**src/design/rkw_pkg.sv**
```systemverilog
// Shared types and constants for the recent key window cache.
// No dependencies; imported by the front, back and top level.
package rkw_pkg;

	localparam int FIELD_BYTES = 30;
	localparam int IN_W        = FIELD_BYTES * 8;
	localparam int COST_W      = 8;
	localparam int TOTAL_W     = 32;
	localparam int SIZE_W      = 6;

	localparam logic [COST_W-1:0] HIT_COST_RESET  = 8'd1;
	localparam logic [COST_W-1:0] MISS_COST_RESET = 8'd5;

	typedef struct packed {
		logic [SIZE_W-1:0] cache_size;
		logic [COST_W-1:0] hit_cost;
		logic [COST_W-1:0] miss_cost;
	} cfg_t;

endpackage

```
**src/design/rkw_front.sv**
```systemverilog
// Front end: accepts name transactions, folds case, zeroes bytes after the end.
// Depends on rkw_pkg; feeds the key queue.
module rkw_front import rkw_pkg::*; #(
	parameter int KEY_BYTES = 30
) (
	input  logic                   clk,
	input  logic                   arst_n,
	input  logic                   in_valid,
	output logic                   in_ready,
	input  logic [IN_W-1:0]        in_data,
	output logic                   key_valid,
	input  logic                   key_ready,
	output logic [KEY_BYTES*8-1:0] key
);

	localparam int KEY_W = KEY_BYTES * 8;

	logic [KEY_BYTES-1:0] zb;
	logic [KEY_BYTES-1:0] pre;
	logic [IN_W-1:0]      raw;
	logic [KEY_W-1:0]     folded;
	logic                 vld_s1;
	logic [KEY_W-1:0]     key_s1;

	// byte 0 of the name sits in the top bits of the first field
	assign raw = {in_data[63:0], in_data[127:64], in_data[191:128], in_data[239:192]};

	for (genvar i = 0; i < KEY_BYTES; i++) begin : g_byte
		logic [7:0] b;
		if (i < FIELD_BYTES) begin : g_in
			assign b = raw[IN_W-1-8*i -: 8];
		end else begin : g_zero
			assign b = 8'd0;
		end
		assign zb[i] = (b == 8'd0);
		if (i == 0) begin : g_first
			assign pre[i] = 1'b0;
		end else begin : g_rest
			assign pre[i] = |zb[i-1:0];
		end
		// fold a..z by clearing bit 5; drop everything after the first zero byte
		assign folded[8*i +: 8] = pre[i] ? 8'd0 :
			((b >= 8'h61 && b <= 8'h7a) ? (b & 8'hdf) : b);
	end

	assign in_ready  = !vld_s1 || key_ready;
	assign key_valid = vld_s1;
	assign key       = key_s1;

	always_ff @(posedge clk or negedge arst_n) begin
		if (!arst_n) begin
			vld_s1 <= 1'b0;
		end else if (in_ready) begin
			vld_s1 <= in_valid;
		end
	end

	always_ff @(posedge clk) begin
		if (in_ready && in_valid) begin
			key_s1 <= folded;
		end
	end

endmodule

```
**config.mk**
```make
export PLATFORM = sky130hd
export DESIGN_NAME = rkw_front
export DESIGN_NICKNAME = d
export VERILOG_FILES = /design/src/design/rkw_pkg.sv /design/src/design/rkw_front.sv
export SDC_FILE = /design/constraint.sdc
export NUM_CORES = 1
export LEC_CHECK = 0
export BUFFER_PORTS_ARGS = -buffer_cell sky130_fd_sc_hd__buf_4
export CAP_MARGIN = 10
export CELL_PAD_IN_SITES_DETAIL_PLACEMENT = 1
export CELL_PAD_IN_SITES_GLOBAL_PLACEMENT = 2
export CORE_ASPECT_RATIO = 0.6
export CORE_MARGIN = 4
export CORE_UTILIZATION = 31
export DETAILED_ROUTE_END_ITERATION = 7
export PLACE_DENSITY = 0.83
export SLEW_MARGIN = 20
export SYNTH_ARGS = -nofsm -noshare
export SYNTH_HDL_FRONTEND = slang
export SYNTH_SLANG_ARGS = --single-unit
```
**constraint.sdc**
```tcl
create_clock -name clk -period 13.45 [get_ports clk]
set_clock_uncertainty 0.15 [all_clocks]
set_input_delay 2.0175 -clock clk [delete_from_list [all_inputs] [get_ports clk]]
set_output_delay 2.0175 -clock clk [all_outputs]
set_load 0.05 [all_outputs]
```
# Yosys cells after proc, flatten, opt, wreduce, memory -nomap -nowiden
# Cells that the tools add are included.
# op_classes
magnitude_cmp,60
n_reduce_logical,119
# op_table
operator,count
$ge 8x7->1 const B,30
$le 8x7->1 const B,30
$logic_not 8->1,29
$reduce_or 29->1,2
$reduce_or 28->1,2
$reduce_or 27->1,2
$reduce_or 26->1,2
$reduce_or 25->1,2
$reduce_or 24->1,2
$reduce_or 23->1,2
$reduce_or 22->1,2
$reduce_or 21->1,2
$reduce_or 20->1,2
$reduce_or 19->1,2
$reduce_or 18->1,2
$reduce_or 17->1,2
$reduce_or 16->1,2
$logic_and 1x1->1,31
$reduce_or 15->1,2
$reduce_or 30->1,1
$reduce_or 14->1,2
$reduce_or 13->1,2
$reduce_or 12->1,2
$reduce_or 11->1,2
other kinds (11),20
# totals
register_bits,241
elab_cells,240

# Longest topological paths before layout
# depth
word_depth,3
depth_mapped,8
depth_no_buf,5

# Least setup slack after synthesis
# OpenSTA, ideal clock, no wires.
# synth_path
path_kind,input to register
startpoint,in key_ready
endpoint,reg key_s1[0] (netlist: key[0]) (enable)
setup_time_ns,0.630
t_arrival_ns,7.998
required_time_ns,12.670
slack_ns,4.672
stages,2
path_cell_list,nand2b_1 > and2_1
# synth_between
elab_chain_cells,2
# synth_lines
element,line_no,source
start: declaration,rkw_front.sv:12,"input logic key_ready,"
$logic_or 1x1->1,rkw_front.sv:46,assign in_ready = !vld_s1 || key_ready;
$logic_and 1x1->1,rkw_front.sv:59,if (in_ready && in_valid) begin
end signal: assignment,rkw_front.sv:60,key_s1 <= folded;
end: declaration,rkw_front.sv:23,logic [KEY_W-1:0] key_s1;
# No other way between the ends.
# A chain may end at the register's enable or synchronous reset.

# Final worst setup path
# layout_path
startpoint,in in_data[40]
endpoint,"reg key_s1[128] (netlist: key[128]), data pin"
# layout_between
elab_chain_cells,2
# layout_lines
element,line_no,source
start: declaration,rkw_front.sv:10,"input logic [IN_W-1:0] in_data,"
$logic_not 8->1,rkw_front.sv:35,assign zb[i] = (b == 8'd0);
$reduce_or 16->1,rkw_front.sv:39,assign pre[i] = |zb[i-1:0];
# No other way between the ends.

==> metrics.cfg <==
[outcome]
outcome=finished, final reports clean

[timing]
hold_violations=0
worst_slew_pin_slew_ps=1090
relSlewSlack=0.264
fin_crit_ps=4690
drv_slew=0
max_freq_mhz=213
grt_setup_unrepaired=no
setup_viol=0
setup_tns_ps=0
setup_slack_ps=8760
period_share=0.348

[power_and_ir_drop]
power_density_mw_per_mm2=128
total_power_uw=2040
ir_worst_vdd_uv=81.3
power.leakage_uw=0.00678

[logic_synthesis]
synth_top_area_cell=edfxtp_1
syn_inst=919
synthMuxAreaShare=0
synthSimpleGateAreaFrac=0.233
synth_top_area_share=0.659
synth_edf_count=240
synth_common_cells=edfxtp_1, nor3_1, inv_1
yosysMostFrequentCell=edfxtp_1
ys_types=44
yosys-top-cells-area=edfxtp_1, nor3_1, nor4_1, inv_1, and2_1
async_flop_share=0.00415
synth-compound-area-share=0.0466
synth_top_family_by_area=simple AND/OR/NAND/NOR gates
ys_ff_latch=241
synth.avg_cell_area_sq_um=11.9
yosysWarnings=0
syn-cell-area_sq_mm=0.0109
syn_nets=1163
synth_flop_cell=edfxtp_1
synth_xor_area_frac=0
synthAdderAreaFrac=0
ys_seq_area_frac=0.661

[clock_network]
cts_buffer_depth=3
clk_transition_reported_paths_ps=60
ctsRootBufferMaster=clkbuf_16
cts.sinks=241
post_cts_resized=0
h-tree-depth=1
clock_latency_ps=530
cts-buffers-inserted=26
cts_tree=yes
ctsHoldBuffers=0
cts_setup_buffers=0

[finish]
area_growth_pct=44.9
seq_area_sq_mm=0.00723
fin_nets=1643
fin_util=0.463
drive_gt1_frac=0.385
multiInputGateArea_sq_mm=0.00309
fin_area_sq_mm=0.0159
fill_cells=3758

[setup_path]
max_stage_delay_ps=730
crit_type=primary input to flip-flop
startpoint_type=primary input
cp_common_cell=buf_4
worst_ep_required_time_ps=13540
endpoint_kind=flip-flop
cp_cell_sequence=buf_4 > or4_1 > nor3_2 > nor3_4 > buf_4 > nand4_4 > buf_4 > nor3_1
arrival_ps=4780
worstPathMaxFanout=69
cpMaxStageDelayCell=buf_4

[place]
place_area_sq_mm=0.0150
pre_cts_ws_ps=8210
place_hpwl_um=32200
port_buffers=485
gp_congestion=0.860

[hold_path]
hp-class=flip-flop to flip-flop

[global_routing]
grt_overflow=0
grt_pass1_wl_um=61900
grt_usage=0.206
grt_max_degree=72
antenna_found_initial=5
first_global_vias=9822

[route]
first_pass_iters=5
viasPerCell=5.05
antenna_left=0
via_count=9506
wl_per_cell_um=22.0
drtIter0Drc=667
drc=0
wirelength_um=41400

[die]
die_w_um=251
die_area_sq_mm=0.0385
coreArea_sq_mm=0.0342
ios=486
start_util=0.320
row_count=52
die_h_um=154

[job]
maxCapViolCount=0

[flip-flops by register name (all words and copies together), names as in the netlist]
signal     cells
key_valid      1
key          240
[cell usage in the layout, fill, tap and decap left out, drive strengths merged, types with 4 or more instances in the layout]
cell type	count
o31ai	8
nor4	81
nor3b	7
nand2b	4
buf	495
a21oi	31
nor2	29
and3	17
clkbuf	37
and2	47
nand3	13
clkinv	8
nand3b	7
o311a	5
inv	105
edfxtp	240
nor3	120
o22ai	12
o41ai	8
or4	28
nand2	67
nand4	7
o21ai	6
or3	14
[path summary, 6_finish.rpt]
kind / slack (ps) / end / startpoint / cells past startpoint
max in group asynchronous: 11970 / key_valid / arst_n / 1
hold reg to reg: 410 / key_valid / key_valid / 2
setup / recovery: 8760 / key[128] / in_data[40] / 8
setup reg to reg: 10120 / key[34] / key_valid / 4
min in group asynchronous: 1100 / key_valid / arst_n / 1
hold / removal: 410 / key_valid / key_valid / 2
[stage by stage]
step	hold slack (ps)	std cells
global placement	379	1830
CTS	424	1878
floorplan	1030	919
detailed placement	408	1830
finish	415	1881
global route	452	1881
[kinds of logic after synthesis]
kind of cell	Yosys count
flops	241
simple gates	452
compound gates	78
buf+inv	148
[layout make-up]
class	count	share of cell area
inverters	105	0.0248
well taps	459	0.0362
clock inverters	11	0.00828
clock buffers	37	0.0450
diodes	3	0.000473
multi-input cells	530	0.195
flip-flops and latches	241	0.456
repair buffers	495	0.234
[worst max-delay path, delay by kind of cell]
| kind | cells | cell delay (ps) |
|---|---|---|
| AND/OR/NAND/NOR | 5 | 1670 |
| buffers and inverters | 3 | 1060 |
[where the power goes]
part	total, uW	internal, uW	switching (uW)
clock network	725	427	298
registers	902	888	14.3
logic	411	135	275
[per-layer routing]
layer | track usage | vias to the layer above | part of all wire
met5 | 0 | - | 0.00056
met1 | 0.258 | 4677 | 0.40
met2 | 0.342 | 321 | 0.48
met4 | 0.0615 | 4 | 0.032
met3 | 0.0658 | 70 | 0.080
li1 | - | 4434 | -
Note: power is estimated with default switching activity, not from simulation.
