`config.mk`:
```
export PLATFORM = sky130hd
export DESIGN_NAME = rkw_queue
export DESIGN_NICKNAME = d
export VERILOG_FILES = /design/src/design/rkw_queue.sv
export SDC_FILE = /design/constraint.sdc
export NUM_CORES = 1
export LEC_CHECK = 0
export ABC_AREA = 1
export BUFFER_PORTS_ARGS = -buffer_cell sky130_fd_sc_hd__clkbuf_2
export CAP_MARGIN = 20
export CELL_PAD_IN_SITES_DETAIL_PLACEMENT = 0
export CELL_PAD_IN_SITES_GLOBAL_PLACEMENT = 1
export CORE_MARGIN = 10
export CORE_UTILIZATION = 42
export DETAILED_ROUTE_END_ITERATION = 12
export GPL_ROUTABILITY_DRIVEN = 1
export MAX_ROUTING_LAYER = met4
export PLACE_DENSITY_LB_ADDON = 0.2
export SLEW_MARGIN = 25
export SYNTH_ARGS = -nofsm -noshare
export SYNTH_HDL_FRONTEND = slang
export SYNTH_SLANG_ARGS = --single-unit
```
`constraint.sdc`:
```
create_clock -name clk -period 14.54 [get_ports clk]
set_clock_uncertainty 0.05 [all_clocks]
set_input_delay 0.727 -clock clk [delete_from_list [all_inputs] [get_ports clk]]
set_output_delay 0.727 -clock clk [all_outputs]
set_load 0.01 [all_outputs]
```
`src/design/rkw_queue.sv`:
```
// Two-entry queue between the front and the back of the cache.
// No package dependencies.
module rkw_queue #(
	parameter int W = 240
) (
	input  logic         clk,
	input  logic         arst_n,
	input  logic         push_valid,
	output logic         push_ready,
	input  logic [W-1:0] push_data,
	output logic         pop_valid,
	input  logic         pop_ready,
	output logic [W-1:0] pop_data
);

	logic [W-1:0] mem_q [2];
	logic         wr_q;
	logic         rd_q;
	logic [1:0]   cnt_q;
	logic         do_push;
	logic         do_pop;

	assign push_ready = (cnt_q != 2'd2);
	assign pop_valid  = (cnt_q != 2'd0);
	assign pop_data   = mem_q[rd_q];
	assign do_push    = push_valid && push_ready;
	assign do_pop     = pop_valid && pop_ready;

	always_ff @(posedge clk or negedge arst_n) begin
		if (!arst_n) begin
			wr_q  <= 1'b0;
			rd_q  <= 1'b0;
			cnt_q <= 2'd0;
		end else begin
			if (do_push) wr_q <= !wr_q;
			if (do_pop)  rd_q <= !rd_q;
			if (do_push && !do_pop) begin
				cnt_q <= cnt_q + 2'd1;
			end else if (do_pop && !do_push) begin
				cnt_q <= cnt_q - 2'd1;
			end
		end
	end

	always_ff @(posedge clk) begin
		if (do_push) begin
			mem_q[wr_q] <= push_data;
		end
	end

endmodule

```
Word-level counts from Yosys, hierarchy flattened
Memory sizes are Yosys's and may differ from the RTL's. Index checks and enable logic that the tools add are counted.

Output and inout bits: 242. Bits in writable memories: 480. Word-level logic and storage cells: 21. Register bits after elaboration: 4. Input bits: 244. Memories kept: 1.

Reductions and logical operators: 10. Eq/ne operators: 1. $add $sub $neg: 2. Multiplexer cells: 4.

Memories: mem_q (words 2, bits a word 240, rd ports 1, clocked after memory_dff 0, wr ports 1, line 16) `logic [W-1:0] mem_q [2];`.

Operators with widths (count): $logic_and 1x1->1 (4); $logic_not 1->1 (4); $mux 2 (2); $reduce_bool 2->1 (2); $add 2x1->2 const B (1); $mux 1 (2); $ne 2x2->1 const B (1); $sub 2x1->2 const B (1).

Longest topological paths before layout
Depth after elaboration: 6. Gate-level depth with buffers: 10.

Worst setup path before layout
OpenSTA, ideal clock, no wires.

Path kind: input-to-reg. Start point: input push_valid. End point: memory mem_q[0][0], enable pin. Stages: 2. Arrival: 10.779 ns. Setup time: 0.845 ns. Setup slack: 2.865 ns. Path buffers: 0. Path through: nand2_1 > nor2_1.

Longest elaborated chain between the ends: 3.

RTL lines: start: declaration (line 8) `input logic push_valid,`; $logic_and 1x1->1 (line 26) `assign do_push = push_valid && push_ready;`; $mux 1 (line 46) `if (do_push) begin`; $mux 1 (implied by the code) (line 47) `mem_q[wr_q] <= push_data;`; end: declaration (line 16).

No other way between the ends.

Worst setup path in the final report
Start point: register rd_q. End point: output pop_data[196].

Longest elaborated chain between the ends: 1.

RTL lines: start: declaration (line 18) `logic rd_q;`; start signal: assignment (line 36) `if (do_pop) rd_q <= !rd_q;`; $mem_v2 2x240; end: declaration (line 13) `output logic [W-1:0] pop_data`.

No other way between the ends.

==> run summary <==
In this run the power density over the cells is 209 nW/µm². The floorplan step set the die width to 225 µm. By area the synthesized netlist is led by sky130_fd_sc_hd__edfxtp_1, sky130_fd_sc_hd__nand2_1, sky130_fd_sc_hd__buf_2, sky130_fd_sc_hd__buf_6, sky130_fd_sc_hd__dfrtp_1. No sink is reached through more buffers than the 3 on the longest clock path.

Static timing analysis puts the maximum clock frequency at 247 MHz. The tools report the endpoint with the worst hold slack as mem_q[0][159]$_DFFE_PP_. The tools report the leakage power as 9.52 nW.

The placed wire-length estimate after detailed placement is 31.8 mm, and the height of the die is 225 µm. The run gives 484 as the clock sink count. Once the clock tree was built, the setup fixing pass inserted 0 buffers. The post-route clock period utilization was 0.279; the number of levels the H-tree was split into was 2. The number of vias per cell after detailed routing works out to 4.69.

The path class of the tightest hold or removal check is input pin to flop. During I/O placement, the number of pins put on the boundary was 486. The cell area that synthesis handed to floorplanning was 17700 µm². The multi-input combinational cells in the finished layout cover a total of 2810 µm². The share of the synthesized area in the top cell type is 0.814. The async set-or-reset flop fraction in the synthesized netlist is 0.00826, and the ratio of cells with drive above 1 in the final layout is 0.310. The routed layout has 11100 vias. Clock latency at the later pin of the worst-skew pair: 0.58 ns. For this block, the routed nets add up to 46.7 mm of wire. The register bit count reported by yosys was 484; the initial antenna violation count was 22. The floorplan row count was 75; the number of unique standard cell types used by synthesis was 15. The die covers 50800 µm². Across the run, the number of max-cap violations was 0. In the routed design, unresolved DRC markers number 0. The final hold violation count was 0.

The flow ran to the end, and the final reports show no timing, DRC or antenna violations. Number of pins with negative max-slew slack in the final report: 0. The first global-routing pass estimated 67.7 mm of wire.

The worst reg-to-reg setup slack was 11.69 ns. The library cells used most frequently in the layout, excluding fill and tap cells, are sky130_fd_sc_hd__nand2_1, sky130_fd_sc_hd__clkbuf_2, sky130_fd_sc_hd__edfxtp_1, sky130_fd_sc_hd__clkbuf_16, sky130_fd_sc_hd__clkinv_1. The logs give 49 for the number of clock buffers inserted by TritonCTS and 866 for the number of design-rule violations left by the first detailed-router iteration. Synthesis produced a netlist with a net count of 1527. Summed over all failing endpoints, the final setup total negative slack is 0 ns.

The count of flip-flops with a built-in enable after synthesis was 480. In this run the worst path has a maximum fanout of 78. The sequential cell area fraction in the yosys report came out at 0.820. STA puts the critical path data required time at 13.76 ns. The remaining global-route overflow is 0, and the maximum vdd drop is 138 µV.

Leaving out fill and tap cells, the most frequent cell in the layout is sky130_fd_sc_hd__nand2_1. In this run the critical register-to-register path is captured at mem_q[0][129]$_DFFE_PP_. The average footprint of a synthesized cell is 13.8 µm². The tools report the root buffer cell as sky130_fd_sc_hd__clkbuf_16. The logs give 5 for the detailed-router iteration count before antenna repair and 41900 µm² for the area of the placeable core. The pin count of the biggest net entering global routing was 96; the total power was 4.62 mW. In the final design database the tool counted 2023 nets. The startpoint of the worst-slack reg-to-reg timing path is cnt_q[0]$_DFFE_PN0P_.

The type of destination of the critical path was an output port. For the finished layout, the period the worst path requires is 4.05 ns. Number of buffers inserted for hold repair after clock tree synthesis: 1. Summing all flip-flop and latch instances after layout gives 14500 µm².

The number of stages on the worst hold path came out at 1. The congestion estimate from routability-driven global placement came to 0.796. TritonCTS built the clock tree. Data on the critical path arrives at its endpoint at 3.27 ns. For the combined global-route utilization of all metal layers, the log shows 0.183. The startpoint identified for the worst hold timing path is push_data[159].

Effective utilization at floorplan: 0.423. The worst register-to-register path has a depth of 6. In this run the remaining antenna-violating nets after routing total 0.

The critical path start-end classification is flop to output port. Leading area contributor after synthesis: sky130_fd_sc_hd__edfxtp_1. Count of cells resized by post-cts repair: 0. Yosys printed 0 warnings.

The total of buffers placed on input and output ports is 485, and the total of fill cells in the finished design is 3617. Number of failing setup endpoints in the final timing report: 0. Setup repair after global routing left no endpoint under its margin. In the synthesized netlist the dominant register cell turns out to be sky130_fd_sc_hd__edfxtp_1.

Kind of launch point of the worst setup path: a flop. The worst-margin pin slew is 0.994 ns, and the number of standard cells after synthesis is 1282. After detailed routing, the average wire length per cell comes to 19.7 µm. The layout overhead on the synthesized area is 24.7%, and the via count of the first global-routing pass is 11100.

The tools report the worst-case headroom to the max-slew limit as 0.337. The clock input transition at the sequential cells of the worst setup and hold paths works out to 0.06 ns.
==> logic make-up after synthesis <==
kind of cell | after synthesis | share of synthesized area
xor+xnor | 2 | 0.000990
fa+ha+maj | 1 | 0.000707
buf+inv | 60 | 0.0224
flops | 484 | 0.820
simple gates | 735 | 0.156
==> cells in the mapped netlist (2+ instances only) <==
cell	n
sky130_fd_sc_hd__nand2_1	730
sky130_fd_sc_hd__edfxtp_1	480
sky130_fd_sc_hd__buf_2	27
sky130_fd_sc_hd__buf_4	12
sky130_fd_sc_hd__buf_6	12
sky130_fd_sc_hd__inv_1	6
sky130_fd_sc_hd__dfrtp_1	4
sky130_fd_sc_hd__clkbuf_1	2
sky130_fd_sc_hd__nand3_1	2
sky130_fd_sc_hd__nor2_1	2
==> metal layers <==
metal,vias to the layer above,routed length [µm],global-route usage
met5,-,0,-
met4,0,996,0.0682
met2,397,22700,0.285
met3,59,4860,0.0768
met1,5317,18200,0.209
li1,5365,-,-
==> how the worst max path moves through the flow <==
stage                      from                     to  cells after the start
5_1_grt        rd_q$_DFFE_PN0P_           pop_data[30]                      5
2_1_floorplan        push_valid  mem_q[0][0]$_DFFE_PP_                      2
3_3_place_gp   rd_q$_DFFE_PN0P_          pop_data[127]                      5
3_5_place_dp   rd_q$_DFFE_PN0P_          pop_data[127]                      5
4_1_cts        rd_q$_DFFE_PN0P_          pop_data[127]                      5
6_report       rd_q$_DFFE_PN0P_          pop_data[196]                      5
==> critical path, cell delays in order, from the launching register on <==
cell,delay (ns)
sky130_fd_sc_hd__dfrtp_4,0.82
sky130_fd_sc_hd__inv_6,0.63
sky130_fd_sc_hd__buf_4,0.74
sky130_fd_sc_hd__nand2_1,0.11
sky130_fd_sc_hd__nand2_1,0.14
sky130_fd_sc_hd__clkbuf_2,0.16
==> metrics by stage <==
step | hold slack, ns | std cells | util | instance area [µm²] | worst slack [ns]
after detailed placement | 0.440 | 2265 | 0.491 | 20500 | 10.80
after global placement | 0.433 | 2265 | 0.491 | 20500 | 10.80
after floorplan | 0.381 | 1282 | - | 17700 | 2.87
final | 0.281 | 2376 | 0.527 | 22100 | 10.49
after CTS | 0.236 | 2353 | 0.526 | 22000 | 10.14
after global routing | 0.251 | 2375 | 0.527 | 22100 | 10.20
==> cell type report <==
cell class              count  area share
flip-flops and latches    484       0.658
diodes                     23     0.00261
clock inverters            26     0.00794
well taps                 539      0.0306
multi-input cells         738       0.127
repair buffers            498       0.115
inverters                   7     0.00142
clock buffers              61      0.0576
==> where the power goes <==
group	total, mW	switching, mW	leakage, nW	internal (mW)
registers	2.01	0.101	4.51	1.91
clock network	1.15	0.500	0.711	0.652
logic	1.45	1.02	4.29	0.429
total	4.62	1.63	9.52	2.99
==> registers in the layout (all words and copies together), names as in the netlist <==
signal,count
cnt_q,2
rd_q,1
wr_q,1
mem_q,480
No activity file was read; power rests on OpenSTA's default activity.
